$ cat config.mk
export PLATFORM = sky130hd
export DESIGN_NAME = isotp_reassembly_receiver
export DESIGN_NICKNAME = d
export VERILOG_FILES = /design/src/design/isotprr_pkg.sv /design/src/design/isotprr_front.sv /design/src/design/isotprr_queue.sv /design/src/design/isotprr_back.sv /design/src/design/isotp_reassembly_receiver.sv
export VERILOG_INCLUDE_DIRS = /design/src /design/src/design
export SDC_FILE = /design/constraint.sdc
export NUM_CORES = 1
export LEC_CHECK = 0
export BUFFER_PORTS_ARGS = -buffer_cell sky130_fd_sc_hd__buf_4
export CAP_MARGIN = 20
export CORE_MARGIN = 4
export CORE_UTILIZATION = 25
export CTS_CLUSTER_DIAMETER = 100
export CTS_CLUSTER_SIZE = 10
export DETAILED_ROUTE_END_ITERATION = 12
export GPL_ROUTABILITY_DRIVEN = 0
export HOLD_SLACK_MARGIN = 0.08
export SYNTH_ARGS = -nofsm -noshare
export SYNTH_HDL_FRONTEND = slang
export SYNTH_HIERARCHICAL = 1
export SYNTH_SLANG_ARGS = --single-unit
$ cat constraint.sdc
create_clock -name i_clk -period 20.1 [get_ports i_clk]
set_input_delay 6.03 -clock i_clk [delete_from_list [all_inputs] [get_ports i_clk]]
set_output_delay 6.03 -clock i_clk [all_outputs]
set_load 0.02 [all_outputs]
$ cat src/design/isotp_reassembly_receiver_assert.svh
// Assertion macros used by the receiver's top-level RTL file.
`ifndef ISOTP_REASSEMBLY_RECEIVER_ASSERT_SVH
`define ISOTP_REASSEMBLY_RECEIVER_ASSERT_SVH

`ifndef NO_ASSERTIONS

// An implication that must hold on every clock edge outside reset.
`define ISOTPRR_ASSERT_IMPLIES(lbl, clk, rst_n, ante, cons) \
    lbl: assert property (@(posedge clk) disable iff (!rst_n) (ante) |-> (cons)) \
        else $error("isotp receiver: implication violated");

// A condition that must never be seen outside reset.
`define ISOTPRR_ASSERT_NEVER(lbl, clk, rst_n, cond) \
    lbl: assert property (@(posedge clk) disable iff (!rst_n) !(cond)) \
        else $error("isotp receiver: forbidden condition seen");

`else

`define ISOTPRR_ASSERT_IMPLIES(lbl, clk, rst_n, ante, cons)
`define ISOTPRR_ASSERT_NEVER(lbl, clk, rst_n, cond)

`endif

`endif

$ cat src/design/isotprr_pkg.sv
// Types, codes and constants shared by the ISO-TP reassembly receiver.
package isotprr_pkg;

    // Result kinds.
    typedef enum logic [1:0] {
        K_BYTE  = 2'd0,
        K_FC    = 2'd1,
        K_EMPTY = 2'd2,
        K_ERR   = 2'd3
    } t_kind;

    // Error codes carried by error results.
    typedef enum logic [1:0] {
        ERR_SEQ        = 2'd0,
        ERR_TIMEOUT    = 2'd1,
        ERR_UNEXPECTED = 2'd2,
        ERR_LENGTH     = 2'd3
    } t_err;

    // Receive state, one-hot.
    typedef enum logic [1:0] {
        ST_IDLE = 2'b01,
        ST_RECV = 2'b10
    } t_rx_state;

    // Protocol control information, upper nibble of byte 0.
    localparam logic [3:0] PCI_SINGLE = 4'h0;
    localparam logic [3:0] PCI_FIRST  = 4'h1;
    localparam logic [3:0] PCI_CONSEC = 4'h2;

    localparam logic [2:0] CF_BYTES = 3'd7;
    localparam logic [2:0] FF_BYTES = 3'd6;

    // Configuration register indexes.
    localparam logic [2:0] REG_RECEIVE_ENABLE   = 3'd0;
    localparam logic [2:0] REG_RECEIVE_ID       = 3'd1;
    localparam logic [2:0] REG_TRANSMIT_ID      = 3'd2;
    localparam logic [2:0] REG_BLOCK_SIZE       = 3'd3;
    localparam logic [2:0] REG_SEPARATION_TIME  = 3'd4;
    localparam logic [2:0] REG_FRAME_TIMEOUT_MS = 3'd5;

    localparam logic [15:0] TIMEOUT_RESET = 16'd1000;

    // Job queue between front and back.
    localparam int QUEUE_DEPTH = 4;
    localparam int QUEUE_AW    = 2;

    // One classified input word: either a single special result or a run of
    // payload bytes optionally followed by a flow-control request.
    typedef struct packed {
        logic            special;
        t_kind           sp_kind;
        t_err            sp_err;
        logic [2:0]      n_bytes;
        logic            byte_end;
        logic            fc;
        logic [11:0]     length;
        logic [7:0][7:0] data;
    } t_job;

    // Settings the front end needs.
    typedef struct packed {
        logic        enable;
        logic [28:0] receive_id;
        logic [7:0]  block_size;
        logic [15:0] timeout;
    } t_rx_cfg;

    // Settings placed on flow-control results.
    typedef struct packed {
        logic [28:0] transmit_id;
        logic [7:0]  block_size;
        logic [7:0]  separation;
    } t_fc_cfg;

endpackage

$ cat src/design/isotprr_front.sv
// Front end: accepts frames and ticks, runs the reception state, queues jobs.
module isotprr_front (
    input  logic                 i_clk,
    input  logic                 i_rst_n,
    input  logic                 i_valid,
    output logic                 o_ready,
    input  logic                 i_operation,
    input  logic [28:0]          i_frame_id,
    input  logic [7:0][7:0]      i_bytes,
    input  isotprr_pkg::t_rx_cfg i_cfg,
    input  logic                 i_full,
    output logic                 o_push,
    output isotprr_pkg::t_job    o_job
);

    isotprr_pkg::t_rx_state r_state, n_state;
    logic [11:0] r_total, n_total;
    logic [11:0] r_received, n_received;
    logic [3:0]  r_seq, n_seq;
    logic [7:0]  r_fib, n_fib;
    logic [15:0] r_idle, n_idle;

    logic        w_accept;
    logic        w_go_idle;
    logic [15:0] w_idle_inc;
    logic [3:0]  w_pci;
    logic [3:0]  w_nib;
    logic [11:0] w_ff_total;
    logic [11:0] w_remaining;
    logic [2:0]  w_take;
    logic [11:0] w_received_inc;
    logic [7:0]  w_fib_inc;

    assign o_ready  = !i_full;
    assign w_accept = i_valid && o_ready;

    assign w_pci          = i_bytes[0][7:4];
    assign w_nib          = i_bytes[0][3:0];
    assign w_ff_total     = {w_nib, i_bytes[1]};
    assign w_idle_inc     = (r_idle == 16'hFFFF) ? r_idle : r_idle + 16'd1;
    assign w_remaining    = r_total - r_received;
    assign w_take         = (w_remaining > {9'd0, isotprr_pkg::CF_BYTES})
                            ? isotprr_pkg::CF_BYTES : w_remaining[2:0];
    assign w_received_inc = r_received + {9'd0, w_take};
    assign w_fib_inc      = r_fib + 8'd1;

    // Classify the word and work out the next reception state.
    always_comb begin
        n_state    = r_state;
        n_total    = r_total;
        n_received = r_received;
        n_seq      = r_seq;
        n_fib      = r_fib;
        n_idle     = r_idle;
        w_go_idle  = 1'b0;
        o_push     = 1'b0;
        o_job      = '0;
        if (w_accept) begin
            if (i_operation) begin
                // Tick: supervise the time between consecutive frames.
                if (r_state == isotprr_pkg::ST_RECV) begin
                    n_idle = w_idle_inc;
                    if (w_idle_inc >= i_cfg.timeout) begin
                        o_push        = 1'b1;
                        o_job.special = 1'b1;
                        o_job.sp_kind = isotprr_pkg::K_ERR;
                        o_job.sp_err  = isotprr_pkg::ERR_TIMEOUT;
                        o_job.length  = r_total;
                        w_go_idle     = 1'b1;
                    end
                end
            end else if (i_cfg.enable && (i_frame_id == i_cfg.receive_id)) begin
                unique case (r_state)
                    isotprr_pkg::ST_IDLE: begin
                        if (w_pci == isotprr_pkg::PCI_SINGLE) begin
                            o_push = 1'b1;
                            if (w_nib == 4'd0) begin
                                o_job.special = 1'b1;
                                o_job.sp_kind = isotprr_pkg::K_EMPTY;
                            end else if (w_nib > {1'b0, isotprr_pkg::CF_BYTES}) begin
                                o_job.special = 1'b1;
                                o_job.sp_kind = isotprr_pkg::K_ERR;
                                o_job.sp_err  = isotprr_pkg::ERR_LENGTH;
                                o_job.length  = {8'd0, w_nib};
                            end else begin
                                o_job.n_bytes  = w_nib[2:0];
                                o_job.byte_end = 1'b1;
                                o_job.length   = {8'd0, w_nib};
                                o_job.data     = {8'd0, i_bytes[7:1]};
                            end
                        end else if (w_pci == isotprr_pkg::PCI_FIRST) begin
                            o_push = 1'b1;
                            if (w_ff_total < 12'd8) begin
                                o_job.special = 1'b1;
                                o_job.sp_kind = isotprr_pkg::K_ERR;
                                o_job.sp_err  = isotprr_pkg::ERR_LENGTH;
                                o_job.length  = w_ff_total;
                            end else begin
                                o_job.n_bytes = isotprr_pkg::FF_BYTES;
                                o_job.fc      = 1'b1;
                                o_job.length  = w_ff_total;
                                o_job.data    = {16'd0, i_bytes[7:2]};
                                n_state       = isotprr_pkg::ST_RECV;
                                n_total       = w_ff_total;
                                n_received    = {9'd0, isotprr_pkg::FF_BYTES};
                                n_seq         = 4'd1;
                                n_fib         = 8'd0;
                                n_idle        = 16'd0;
                            end
                        end else begin
                            o_push        = 1'b1;
                            o_job.special = 1'b1;
                            o_job.sp_kind = isotprr_pkg::K_ERR;
                            o_job.sp_err  = isotprr_pkg::ERR_UNEXPECTED;
                        end
                    end
                    isotprr_pkg::ST_RECV: begin
                        // Anything but a consecutive frame is ignored here.
                        if (w_pci == isotprr_pkg::PCI_CONSEC) begin
                            o_push = 1'b1;
                            if (w_nib != r_seq) begin
                                o_job.special = 1'b1;
                                o_job.sp_kind = isotprr_pkg::K_ERR;
                                o_job.sp_err  = isotprr_pkg::ERR_SEQ;
                                o_job.length  = r_total;
                                w_go_idle     = 1'b1;
                            end else begin
                                o_job.n_bytes  = w_take;
                                o_job.byte_end = (w_received_inc >= r_total);
                                o_job.length   = r_total;
                                o_job.data     = {8'd0, i_bytes[7:1]};
                                n_seq          = r_seq + 4'd1;
                                n_received     = w_received_inc;
                                n_fib          = w_fib_inc;
                                n_idle         = 16'd0;
                                if (w_received_inc >= r_total) begin
                                    w_go_idle = 1'b1;
                                end else if ((i_cfg.block_size != 8'd0) &&
                                             (w_fib_inc >= i_cfg.block_size)) begin
                                    n_fib    = 8'd0;
                                    o_job.fc = 1'b1;
                                end
                            end
                        end
                    end
                    default: begin
                        w_go_idle = 1'b1;
                    end
                endcase
            end
        end
        // Return to idle with a clean reception context.
        if (w_go_idle) begin
            n_state    = isotprr_pkg::ST_IDLE;
            n_total    = 12'd0;
            n_received = 12'd0;
            n_seq      = 4'd1;
            n_fib      = 8'd0;
            n_idle     = 16'd0;
        end
    end

    // Reception state registers.
    always_ff @(posedge i_clk) begin
        if (!i_rst_n) begin
            r_state    <= isotprr_pkg::ST_IDLE;
            r_total    <= 12'd0;
            r_received <= 12'd0;
            r_seq      <= 4'd1;
            r_fib      <= 8'd0;
            r_idle     <= 16'd0;
        end else begin
            r_state    <= n_state;
            r_total    <= n_total;
            r_received <= n_received;
            r_seq      <= n_seq;
            r_fib      <= n_fib;
            r_idle     <= n_idle;
        end
    end

endmodule

$ cat src/design/isotprr_queue.sv
// Short job queue that decouples the front end from the result sequencer.
module isotprr_queue (
    input  logic              i_clk,
    input  logic              i_rst_n,
    input  logic              i_push,
    input  isotprr_pkg::t_job i_job,
    output logic              o_full,
    input  logic              i_pop,
    output logic              o_empty,
    output isotprr_pkg::t_job o_job
);

    isotprr_pkg::t_job r_mem [isotprr_pkg::QUEUE_DEPTH];
    logic [isotprr_pkg::QUEUE_AW-1:0] r_wr_ptr, r_rd_ptr;
    logic [isotprr_pkg::QUEUE_AW:0]   r_count;

    assign o_full  = (r_count == (isotprr_pkg::QUEUE_AW + 1)'(isotprr_pkg::QUEUE_DEPTH));
    assign o_empty = (r_count == '0);
    assign o_job   = r_mem[r_rd_ptr];

    // Entry storage.
    always_ff @(posedge i_clk) begin
        if (i_push) begin
            r_mem[r_wr_ptr] <= i_job;
        end
    end

    // Pointers and fill count.
    always_ff @(posedge i_clk) begin
        if (!i_rst_n) begin
            r_wr_ptr <= '0;
            r_rd_ptr <= '0;
            r_count  <= '0;
        end else begin
            if (i_push) begin
                r_wr_ptr <= r_wr_ptr + 1'b1;
            end
            if (i_pop) begin
                r_rd_ptr <= r_rd_ptr + 1'b1;
            end
            if (i_push && !i_pop) begin
                r_count <= r_count + 1'b1;
            end else if (i_pop && !i_push) begin
                r_count <= r_count - 1'b1;
            end
        end
    end

endmodule

$ cat src/design/isotprr_back.sv
// Back end: expands queued jobs into result words, one per cycle while the output is not held by i_ready.
module isotprr_back (
    input  logic                 i_clk,
    input  logic                 i_rst_n,
    input  logic                 i_empty,
    input  isotprr_pkg::t_job    i_job,
    output logic                 o_pop,
    input  isotprr_pkg::t_fc_cfg i_cfg,
    output logic                 o_valid,
    input  logic                 i_ready,
    output isotprr_pkg::t_kind   o_kind,
    output logic [7:0]           o_payload_byte,
    output logic                 o_last,
    output logic                 o_message_end,
    output logic [11:0]          o_message_length,
    output isotprr_pkg::t_err    o_error_code,
    output logic [28:0]          o_fc_id,
    output logic [7:0]           o_fc_block_size,
    output logic [7:0]           o_fc_separation
);

    logic [2:0] r_idx;
    logic       r_valid;

    logic                 w_load;
    logic                 w_final;
    logic                 w_is_byte;
    logic                 w_last_byte;
    isotprr_pkg::t_kind   w_kind;
    logic [7:0]           w_byte;
    logic                 w_end;
    isotprr_pkg::t_err    w_err;

    assign w_load      = !i_empty && (!r_valid || i_ready);
    assign w_is_byte   = !i_job.special && (r_idx < i_job.n_bytes);
    assign w_last_byte = (r_idx == i_job.n_bytes - 3'd1);
    assign o_pop       = w_load && w_final;
    assign o_valid     = r_valid;

    // Select the result at the current position of the head job.
    always_comb begin
        w_kind  = isotprr_pkg::K_FC;
        w_byte  = 8'd0;
        w_end   = 1'b0;
        w_err   = isotprr_pkg::ERR_SEQ;  // zero on non-error results
        w_final = 1'b1;
        if (i_job.special) begin
            w_kind = i_job.sp_kind;
            w_err  = i_job.sp_err;
        end else if (w_is_byte) begin
            w_kind  = isotprr_pkg::K_BYTE;
            w_byte  = i_job.data[r_idx];
            w_end   = i_job.byte_end && w_last_byte;
            w_final = w_last_byte && !i_job.fc;
        end
    end

    // Position within the head job.
    always_ff @(posedge i_clk) begin
        if (!i_rst_n) begin
            r_idx   <= 3'd0;
            r_valid <= 1'b0;
        end else begin
            if (w_load) begin
                r_idx <= w_final ? 3'd0 : r_idx + 3'd1;
            end
            if (w_load) begin
                r_valid <= 1'b1;
            end else if (i_ready) begin
                r_valid <= 1'b0;
            end
        end
    end

    // Output word register.
    always_ff @(posedge i_clk) begin
        if (w_load) begin
            o_kind           <= w_kind;
            o_payload_byte   <= w_byte;
            o_last           <= w_final;
            o_message_end    <= w_end;
            o_message_length <= i_job.length;
            o_error_code     <= w_err;
            if (w_kind == isotprr_pkg::K_FC) begin
                o_fc_id         <= i_cfg.transmit_id;
                o_fc_block_size <= i_cfg.block_size;
                o_fc_separation <= i_cfg.separation;
            end else begin
                o_fc_id         <= 29'd0;
                o_fc_block_size <= 8'd0;
                o_fc_separation <= 8'd0;
            end
        end
    end

endmodule

$ cat src/design/isotp_reassembly_receiver.sv
// Top level of the ISO-TP reassembly receiver.
//
// Input channel (i_valid/o_ready) takes one word per cycle: a received CAN
// frame (i_operation 0) or a one-millisecond tick (i_operation 1). The output
// channel (o_valid/i_ready) delivers result words: payload bytes, flow-control
// requests, empty-message marks and errors; o_last flags the final result of
// an input word. A frame produces up to eight results, a tick at most one.
// The front end classifies a word in the cycle it is accepted and queues a
// job, whose first result the back end then registers. The sequencer emits
// one result per cycle while i_ready is high, and a four-entry job queue lets
// up to four frames arrive one per cycle while earlier results drain. When
// i_ready is low the output word is held and the queue fills; o_ready drops
// only when the queue is full. Configuration writes (i_cfg_wr_en,
// i_cfg_index, i_cfg_data) take effect at the next edge. Reset is
// synchronous: reception goes idle, the queue and the output empty, and
// registers return to enable on, identifiers zero, block size zero,
// separation zero and a 1000 tick frame timeout.
module isotp_reassembly_receiver (
    input  logic        i_clk,
    input  logic        i_rst_n,
    input  logic        i_valid,
    output logic        o_ready,
    input  logic        i_operation,
    input  logic [28:0] i_frame_id,
    input  logic [7:0]  i_byte0,
    input  logic [7:0]  i_byte1,
    input  logic [7:0]  i_byte2,
    input  logic [7:0]  i_byte3,
    input  logic [7:0]  i_byte4,
    input  logic [7:0]  i_byte5,
    input  logic [7:0]  i_byte6,
    input  logic [7:0]  i_byte7,
    output logic        o_valid,
    input  logic        i_ready,
    output logic [1:0]  o_kind,
    output logic [7:0]  o_payload_byte,
    output logic        o_last,
    output logic        o_message_end,
    output logic [11:0] o_message_length,
    output logic [1:0]  o_error_code,
    output logic [28:0] o_fc_id,
    output logic [7:0]  o_fc_block_size,
    output logic [7:0]  o_fc_separation,
    input  logic        i_cfg_wr_en,
    input  logic [2:0]  i_cfg_index,
    input  logic [28:0] i_cfg_data
);

`include "isotp_reassembly_receiver_assert.svh"

    logic        r_enable;
    logic [28:0] r_receive_id;
    logic [28:0] r_transmit_id;
    logic [7:0]  r_block_size;
    logic [7:0]  r_separation;
    logic [15:0] r_timeout;

    isotprr_pkg::t_rx_cfg w_rx_cfg;
    isotprr_pkg::t_fc_cfg w_fc_cfg;
    isotprr_pkg::t_job    w_push_job;
    isotprr_pkg::t_job    w_head_job;
    isotprr_pkg::t_kind   w_kind;
    isotprr_pkg::t_err    w_err;
    logic                 w_push;
    logic                 w_pop;
    logic                 w_full;
    logic                 w_empty;
    logic [7:0][7:0]      w_bytes;

    assign w_bytes  = {i_byte7, i_byte6, i_byte5, i_byte4,
                       i_byte3, i_byte2, i_byte1, i_byte0};
    assign w_rx_cfg = '{enable: r_enable, receive_id: r_receive_id,
                        block_size: r_block_size, timeout: r_timeout};
    assign w_fc_cfg = '{transmit_id: r_transmit_id, block_size: r_block_size,
                        separation: r_separation};
    assign o_kind       = w_kind;
    assign o_error_code = w_err;

    // Configuration registers.
    always_ff @(posedge i_clk) begin
        if (!i_rst_n) begin
            r_enable      <= 1'b1;
            r_receive_id  <= 29'd0;
            r_transmit_id <= 29'd0;
            r_block_size  <= 8'd0;
            r_separation  <= 8'd0;
            r_timeout     <= isotprr_pkg::TIMEOUT_RESET;
        end else if (i_cfg_wr_en) begin
            unique case (i_cfg_index)
                isotprr_pkg::REG_RECEIVE_ENABLE:   r_enable      <= i_cfg_data[0];
                isotprr_pkg::REG_RECEIVE_ID:       r_receive_id  <= i_cfg_data;
                isotprr_pkg::REG_TRANSMIT_ID:      r_transmit_id <= i_cfg_data;
                isotprr_pkg::REG_BLOCK_SIZE:       r_block_size  <= i_cfg_data[7:0];
                isotprr_pkg::REG_SEPARATION_TIME:  r_separation  <= i_cfg_data[7:0];
                isotprr_pkg::REG_FRAME_TIMEOUT_MS: r_timeout     <= i_cfg_data[15:0];
                default: begin
                end
            endcase
        end
    end

    // Front end: classification and reception state.
    isotprr_front u_front (
        .i_clk       (i_clk),
        .i_rst_n     (i_rst_n),
        .i_valid     (i_valid),
        .o_ready     (o_ready),
        .i_operation (i_operation),
        .i_frame_id  (i_frame_id),
        .i_bytes     (w_bytes),
        .i_cfg       (w_rx_cfg),
        .i_full      (w_full),
        .o_push      (w_push),
        .o_job       (w_push_job)
    );

    // Job queue.
    isotprr_queue u_queue (
        .i_clk   (i_clk),
        .i_rst_n (i_rst_n),
        .i_push  (w_push),
        .i_job   (w_push_job),
        .o_full  (w_full),
        .i_pop   (w_pop),
        .o_empty (w_empty),
        .o_job   (w_head_job)
    );

    // Back end: result sequencer and output register.
    isotprr_back u_back (
        .i_clk            (i_clk),
        .i_rst_n          (i_rst_n),
        .i_empty          (w_empty),
        .i_job            (w_head_job),
        .o_pop            (w_pop),
        .i_cfg            (w_fc_cfg),
        .o_valid          (o_valid),
        .i_ready          (i_ready),
        .o_kind           (w_kind),
        .o_payload_byte   (o_payload_byte),
        .o_last           (o_last),
        .o_message_end    (o_message_end),
        .o_message_length (o_message_length),
        .o_error_code     (w_err),
        .o_fc_id          (o_fc_id),
        .o_fc_block_size  (o_fc_block_size),
        .o_fc_separation  (o_fc_separation)
    );

    // The front end never queues a job into a full queue.
    `ISOTPRR_ASSERT_NEVER(a_no_overflow, i_clk, i_rst_n, w_push && w_full)
    // The sequencer never pops an empty queue.
    `ISOTPRR_ASSERT_NEVER(a_no_underflow, i_clk, i_rst_n, w_pop && w_empty)
    // The final byte of a message always closes its input word.
    `ISOTPRR_ASSERT_IMPLIES(a_end_is_last, i_clk, i_rst_n,
        o_valid && o_message_end, o_last && (w_kind == isotprr_pkg::K_BYTE))
    // An error is always the only result of its input word.
    `ISOTPRR_ASSERT_IMPLIES(a_err_is_last, i_clk, i_rst_n,
        o_valid && (w_kind == isotprr_pkg::K_ERR), o_last)

endmodule
* Word-level counts from Yosys, hierarchy flattened *
Memories as Yosys holds them, arrays and structs flattened. A register that Yosys moved wholly into a read port is not among the register bits.
Cells that the tools add are included.

word-level totals
  bits in writable memories = 344
  memories kept = 1
  input bits = 131
  register bits after elaboration = 227

operators by class
  eq/ne operators = 26
  mux-type cells = 94
  reductions and logical operators = 38
  bitwise gates (word level) = 5
  $lt $le $gt $ge = 8
  add/sub/neg operators = 11

memories
  memory         words  width  rd ports  clocked after memory_dff  write ports  line                 RTL
  u_queue.r_mem  4      86     1         1                         1            isotprr_queue.sv:13  isotprr_pkg::t_job r_mem [isotprr_pkg::QUEUE_DEPTH];

operator list
  cell                                            count
  2-to-1 mux 86 bit                               3
  case mux 86 bit (2 select lines)                1
  2-to-1 mux 16 bit                               9
  2-to-1 mux 56 bit                               2
  2-to-1 mux 12 bit                               8
  2-to-1 mux 77 bit                               1
  2-to-1 mux 76 bit                               1
  2-to-1 mux 8 bit                                9
  2-to-1 mux 68 bit                               1
  2-to-1 mux 64 bit                               1
  2-to-1 mux 48 bit                               1
  2-to-1 mux 5 bit                                9
  case mux 16 bit (2 select lines)                1
  equality test 29 bit                            1
  binary-select mux 8 bit (select 3 bit)          1
  2-to-1 mux 1 bit                                24
  2-to-1 mux 4 bit                                6
  case mux 12 bit (2 select lines)                1
  2-to-1 mux 3 bit                                7
  AND reduction 9 bit                             2
  adder 16 x 1 -> 16 bit (second input constant)  1
  equality test 16 bit (second input constant)    1
  >= comparator 16 bit                            1
  case mux 8 bit (2 select lines)                 1
  other kinds (42)                                89

* Depth between registers and ports, before layout *
  depth in word-level cells = 13
  depth in mapped cells = 28
  depth with buffers taken out = 26

* By module *
Netlist, hierarchy kept.

modules (own cells, without submodules)
  module                     area each (µm²)  cells an instance  instances
  isotprr_queue              12888.6          493                1
  isotprr_front              6124.6           849                1
  isotp_reassembly_receiver  3480.8           340                1
  isotprr_back               3320.7           200                1

* Least setup slack after synthesis *
No wires, ideal clock.

  path kind = input to register
  from = in i_ready
  to = reg u_queue/r_count[2] in the netlist's numbering
  data arrival time = 10697 ps
  cell stages on the path = 10
  path buffers = 0
  slack = 9327 ps
  data required time = 20024 ps
  cell sequence = nor2b_1 -> nor2_1 -> a21boi_1 -> inv_1 -> ha_1 -> inv_1 -> fa_1 -> xor2_1 -> or3_1 -> a21boi_0

on the way
  word-level cells in the longest chain between the ends = 6

RTL lines
  element                                                        line                             RTL
  start, declared                                                isotp_reassembly_receiver.sv:34  input logic i_ready,
  logical OR 1 bit *                                             isotprr_back.sv:34               assign w_load = !i_empty && (!r_valid || i_ready);
  logical AND 1 bit *                                            isotprr_back.sv:34
  named net u_back.w_load                                        isotprr_back.sv:25               logic w_load;
  logical AND 1 bit *                                            isotprr_back.sv:37               assign o_pop = w_load && w_final;
  named net w_pop                                                isotp_reassembly_receiver.sv:65  logic w_pop;
  zero test 1 bit                                                isotprr_queue.sv:41              if (i_push && !i_pop) begin
  logical AND 1 bit                                              isotprr_queue.sv:41
  2-to-1 mux 3 bit / nonzero test 2 bit (equally long branches)  -
  end signal, assigned                                           isotprr_queue.sv:42              r_count <= r_count + 1'b1;
  end signal, assigned                                           isotprr_queue.sv:44              r_count <= r_count - 1'b1;
  end, declared                                                  isotprr_queue.sv:15              logic [isotprr_pkg::QUEUE_AW:0] r_count;

The timed path passes the listed nets; every way through them passes the cells marked *.
A chain may end at the register's enable or synchronous reset.

* Final worst setup path *
  from = in i_frame_id[24]
  to = mem u_queue/r_mem[1][51] in the netlist's numbering, enable pin

on the way
  word-level cells in the longest chain between the ends = 7

RTL lines
  element                                 line                             RTL
  start, declared                         isotp_reassembly_receiver.sv:24  input logic [28:0] i_frame_id,
  equality test 29 bit                    isotprr_front.sv:72              end else if (i_cfg.enable && (i_frame_id == i_cfg.receive_id)) begin
  logical AND 1 bit                       isotprr_front.sv:72
  2-to-1 mux 1 bit                        isotprr_front.sv:72
  2-to-1 mux 1 bit                        isotprr_front.sv:59              if (i_operation) begin
  2-to-1 mux 1 bit                        isotprr_front.sv:58              if (w_accept) begin
  named net w_push                        isotp_reassembly_receiver.sv:64  logic w_push;
  2-to-1 mux 1 bit                        isotprr_queue.sv:23              if (i_push) begin
  2-to-1 mux 1 bit (not written as such)  isotprr_queue.sv:24              r_mem[r_wr_ptr] <= i_job;
  end, declared                           isotprr_queue.sv:13

The timed path passes the listed nets, and every way through them passes these cells.

==> results.json <==
{
  "period_needed_ns": 9.56,
  "p_seq_frac": 0.455,
  "hold_violations": 0,
  "p_int_uw": 2260,
  "cts_buffers": 68,
  "async_reset_ff_frac": 0,
  "vias": 15971,
  "p_sw_uw": 855,
  "synth_area_leaders": "edfxtp_1 (48%), dfxtp_1 (12%), mux4_2 (8.9%)",
  "grt_overflow_total": 0,
  "min_path_type": "register to register",
  "crit_path_start_kind": "input pin",
  "grt_pass1_vias": 15921,
  "dp_cells": 3379,
  "cp-end-kind": "register",
  "ys_warn_count": 6,
  "wl_um": 67600,
  "setup_viol": 0,
  "clock-skew-final_ns": 0.0412,
  "avgRoutedWirePerCell_um": 19.4,
  "nNetsFinal": 2279,
  "status": "complete, no violations",
  "grt_first_pass_wirelength_um": 100000,
  "cts.repair.resized": 0,
  "cts.sinks": 573,
  "firstDrtPassIters": 5,
  "p_per_area_nw_per_um2": 102,
  "syn_inst": 1882,
  "clkSlewWorstSetupHoldPaths_ns": 0.05,
  "start_util": 0.253,
  "detail-route-antenna-nets": 0,
  "rsz0062_at_grt": "no",
  "synth_top_area_share": 0.483,
  "clk_latency_ns": 0.61,
  "leakage_uw": 0.0105,
  "drtIter0Drc": 1475,
  "die_area_um2": 108000,
  "crit_start": "i_frame_id[24]",
  "final_cell_mix": "edfxtp_1 (415), buf_4 (223), nand2_1 (207)",
  "syn_area_per_cell_um2": 13.7,
  "cp-endpoint": "u_queue/r_mem[1][51]",
  "drv_cap": 0,
  "clk_path_buf_depth": 3,
  "max_freq_ghz": 0.105,
  "crit_path_max_fanout": 51,
  "total_power_uw": 3110,
  "finalMaxSlewViolations": 0,
  "required_ns": 20.31,
  "netlist_area_um2": 25800,
  "p_comb_frac": 0.188,
  "drive_gt1_frac": 0.204,
  "cp_num_buf_inv": 3,
  "tightest_slew_ns": 1.09,
  "synth_edf_count": 415,
  "hold_buffers": 0,
  "slowest_stage": "buf_4",
  "cts-root-buf": "clkbuf_16",
  "hold_start": "r_transmit_id[6]",
  "cp.arrival_ns": 9.78,
  "ys_seq_elements": 573,
  "syn2layout_area_growth_pct": 18.7,
  "rr_startpoint": "u_front/r_total[0]",
  "crit_top_cell": "buf_4",
  "clkPwrFrac": 0.357,
  "io_pins": 204,
  "fin_ws_ns": 10.54,
  "portBuffers": 203,
  "r2r-end": "u_front/r_received[2]",
  "ys_types": 75,
  "via_per_inst": 4.58,
  "p_sw_frac": 0.274,
  "reg2reg_depth": 25,
  "ys_seq_area_frac": 0.605,
  "antenna_found_initial": 12,
  "cts_tree": "built",
  "dpl.hpwl_um": 45700,
  "finalSetupTns_ns": 0,
  "slew_headroom": 0.271,
  "crit_family": "simple AND/OR/NAND/NOR gates",
  "cts_setup_buffers": 0,
  "path_cells": "buf_4 > xnor2_1 > nand3_1 > or4b_1 > nor4_1 > buf_4 > and2b_1 > o21ai_0 > a21oi_1 > and2_4 > buf_4",
  "dpl_worst_slack_ns": 9.97,
  "rows": 117,
  "period_share": 0.476,
  "die_h_um": 329,
  "worst-setup-path-type": "input pin to register",
  "r2r_setup_slack_ns": 12.45,
  "slowest_delay_ns": 0.71,
  "drc": 0,
  "grt_use_total": 0.122,
  "yosysTopAreaCell": "edfxtp_1",
  "dieWidth_um": 329,
  "core_area_um2": 102000,
  "synth_flop_cell": "edfxtp_1",
  "peakVddDrop_v": 0.0000738,
  "layout.cells.non_filler": 3487,
  "grt_max_degree": 70,
  "final_common_cell": "edfxtp_1",
  "path_depth": 11,
  "cts_max_level": 3
}
metrics by stage:
stage	utilization	area [um2]	hold WS (ns)
5_1_grt	0.300	30600	0.471
4_1_cts	0.300	30600	0.453
6_report	0.300	30600	0.449
3_5_place_dp	0.281	28700	0.442
2_1_floorplan	-	25800	0.430
3_3_place_gp	0.281	28700	0.438
synthesized netlist by cell type, drive strengths merged (29+ instances only):
cell,number
xor2,35
a21oi,67
dfxtp,158
buf,52
inv,76
and2,71
nand2,207
nand3,33
edfxtp,415
ha,64
mux2i,107
nor2,63
a22o,48
o21ai,31
clkbuf,49
mux4,102
xnor2,29
power groups by stage:
stage / sequential [uW] / combinational (uW) / clock (uW)
2_1_floorplan: 1520 / 261 / 0
4_1_cts: 1420 / 599 / 1150
6_report: 1420 / 585 / 1110
3_3_place_gp: 1440 / 596 / 0
3_5_place_dp: 1440 / 598 / 0
5_1_grt: 1430 / 623 / 1200
final cells by class:
cell class	instances	area [um2]
Timing Repair Buffer	223	1670
Clock buffer	93	1820
Clock inverter	10	145
Tap cell	1368	1710
Sequential cell	573	15600
Antenna cell	5	12.5
Multi-Input combinational cell	1139	9360
Inverter	76	285
Fill cell	10363	71500
worst reg2reg max path, stage by stage, from the launching register on:
cell and delay (ns):
dfxtp_1 0.36, inv_1 0.12, ha_1 0.19, inv_1 0.06
fa_1 0.41, a211oi_1 0.40, xor2_1 0.20, o211ai_1 0.11
o41ai_1 0.09, nor4bb_1 0.89, nand4_1 0.47, nand2b_1 0.29
ha_1 0.35, a21o_1 0.21, a31oi_1 0.60, nor3_1 0.14
xor2_1 0.18, ha_1 0.31, o211ai_1 0.09, o31ai_1 0.41
a21oi_1 0.13, o221ai_1 0.25, nand3_1 0.12, nand2_1 0.54
buf_4 0.49, a211oi_1 0.10
cell families (layout without fill, tap and decap cells):
logic type,after synthesis,count (layout),synth area share
AOI/OAI and AO/OA,258,258,0.0696
xor gates and xnor gates,65,65,0.0226
adders and majority gates,67,67,0.0333
buffers and inverters,177,402,0.0348
DFF,573,573,0.605
muxes,211,211,0.131
other,1,13,0.000145
and+or+nand+nor,530,530,0.103
sequential cells by signal, summed over array words and instances (netlist names), 3 cells and up, named ones only:
register and flops:
u_front/r_idle 16, u_queue/r_count 3, r_timeout 16, u_back/o_fc_block_size 8
u_back/o_fc_id 29, u_back/o_payload_byte 8, r_receive_id 29, r_block_size 8
u_front/r_total 12, u_back/o_message_length 12, u_back/r_idx 3, u_back/o_fc_separation 8
u_front/r_seq 4, u_queue/r_mem 344, u_front/r_received 12, r_separation 8
u_front/r_fib 8, r_transmit_id 29
routing by layer:
| layer | vias up | track usage | share of wire |
|---|---|---|---|
| met3 | 113 | 0.0246 | 0.058 |
| met4 | 8 | 0.0406 | 0.028 |
| met2 | 409 | 0.202 | 0.48 |
| met5 | - | 0 | 0.00081 |
| met1 | 7962 | 0.160 | 0.43 |
| li1 | 7479 | - | - |
worst min path at each step:
stage                   endpoint  slack, ns  cells past startpoint
2_1_floorplan   r_transmit_id[0]       0.43                      2
3_3_place_gp    r_transmit_id[1]       0.44                      2
3_5_place_dp   r_transmit_id[20]       0.44                      2
4_1_cts         r_transmit_id[6]       0.45                      2
5_1_grt        r_transmit_id[17]       0.47                      2
6_report        r_transmit_id[6]       0.45                      2
Note: power is estimated with default switching activity, not from simulation.
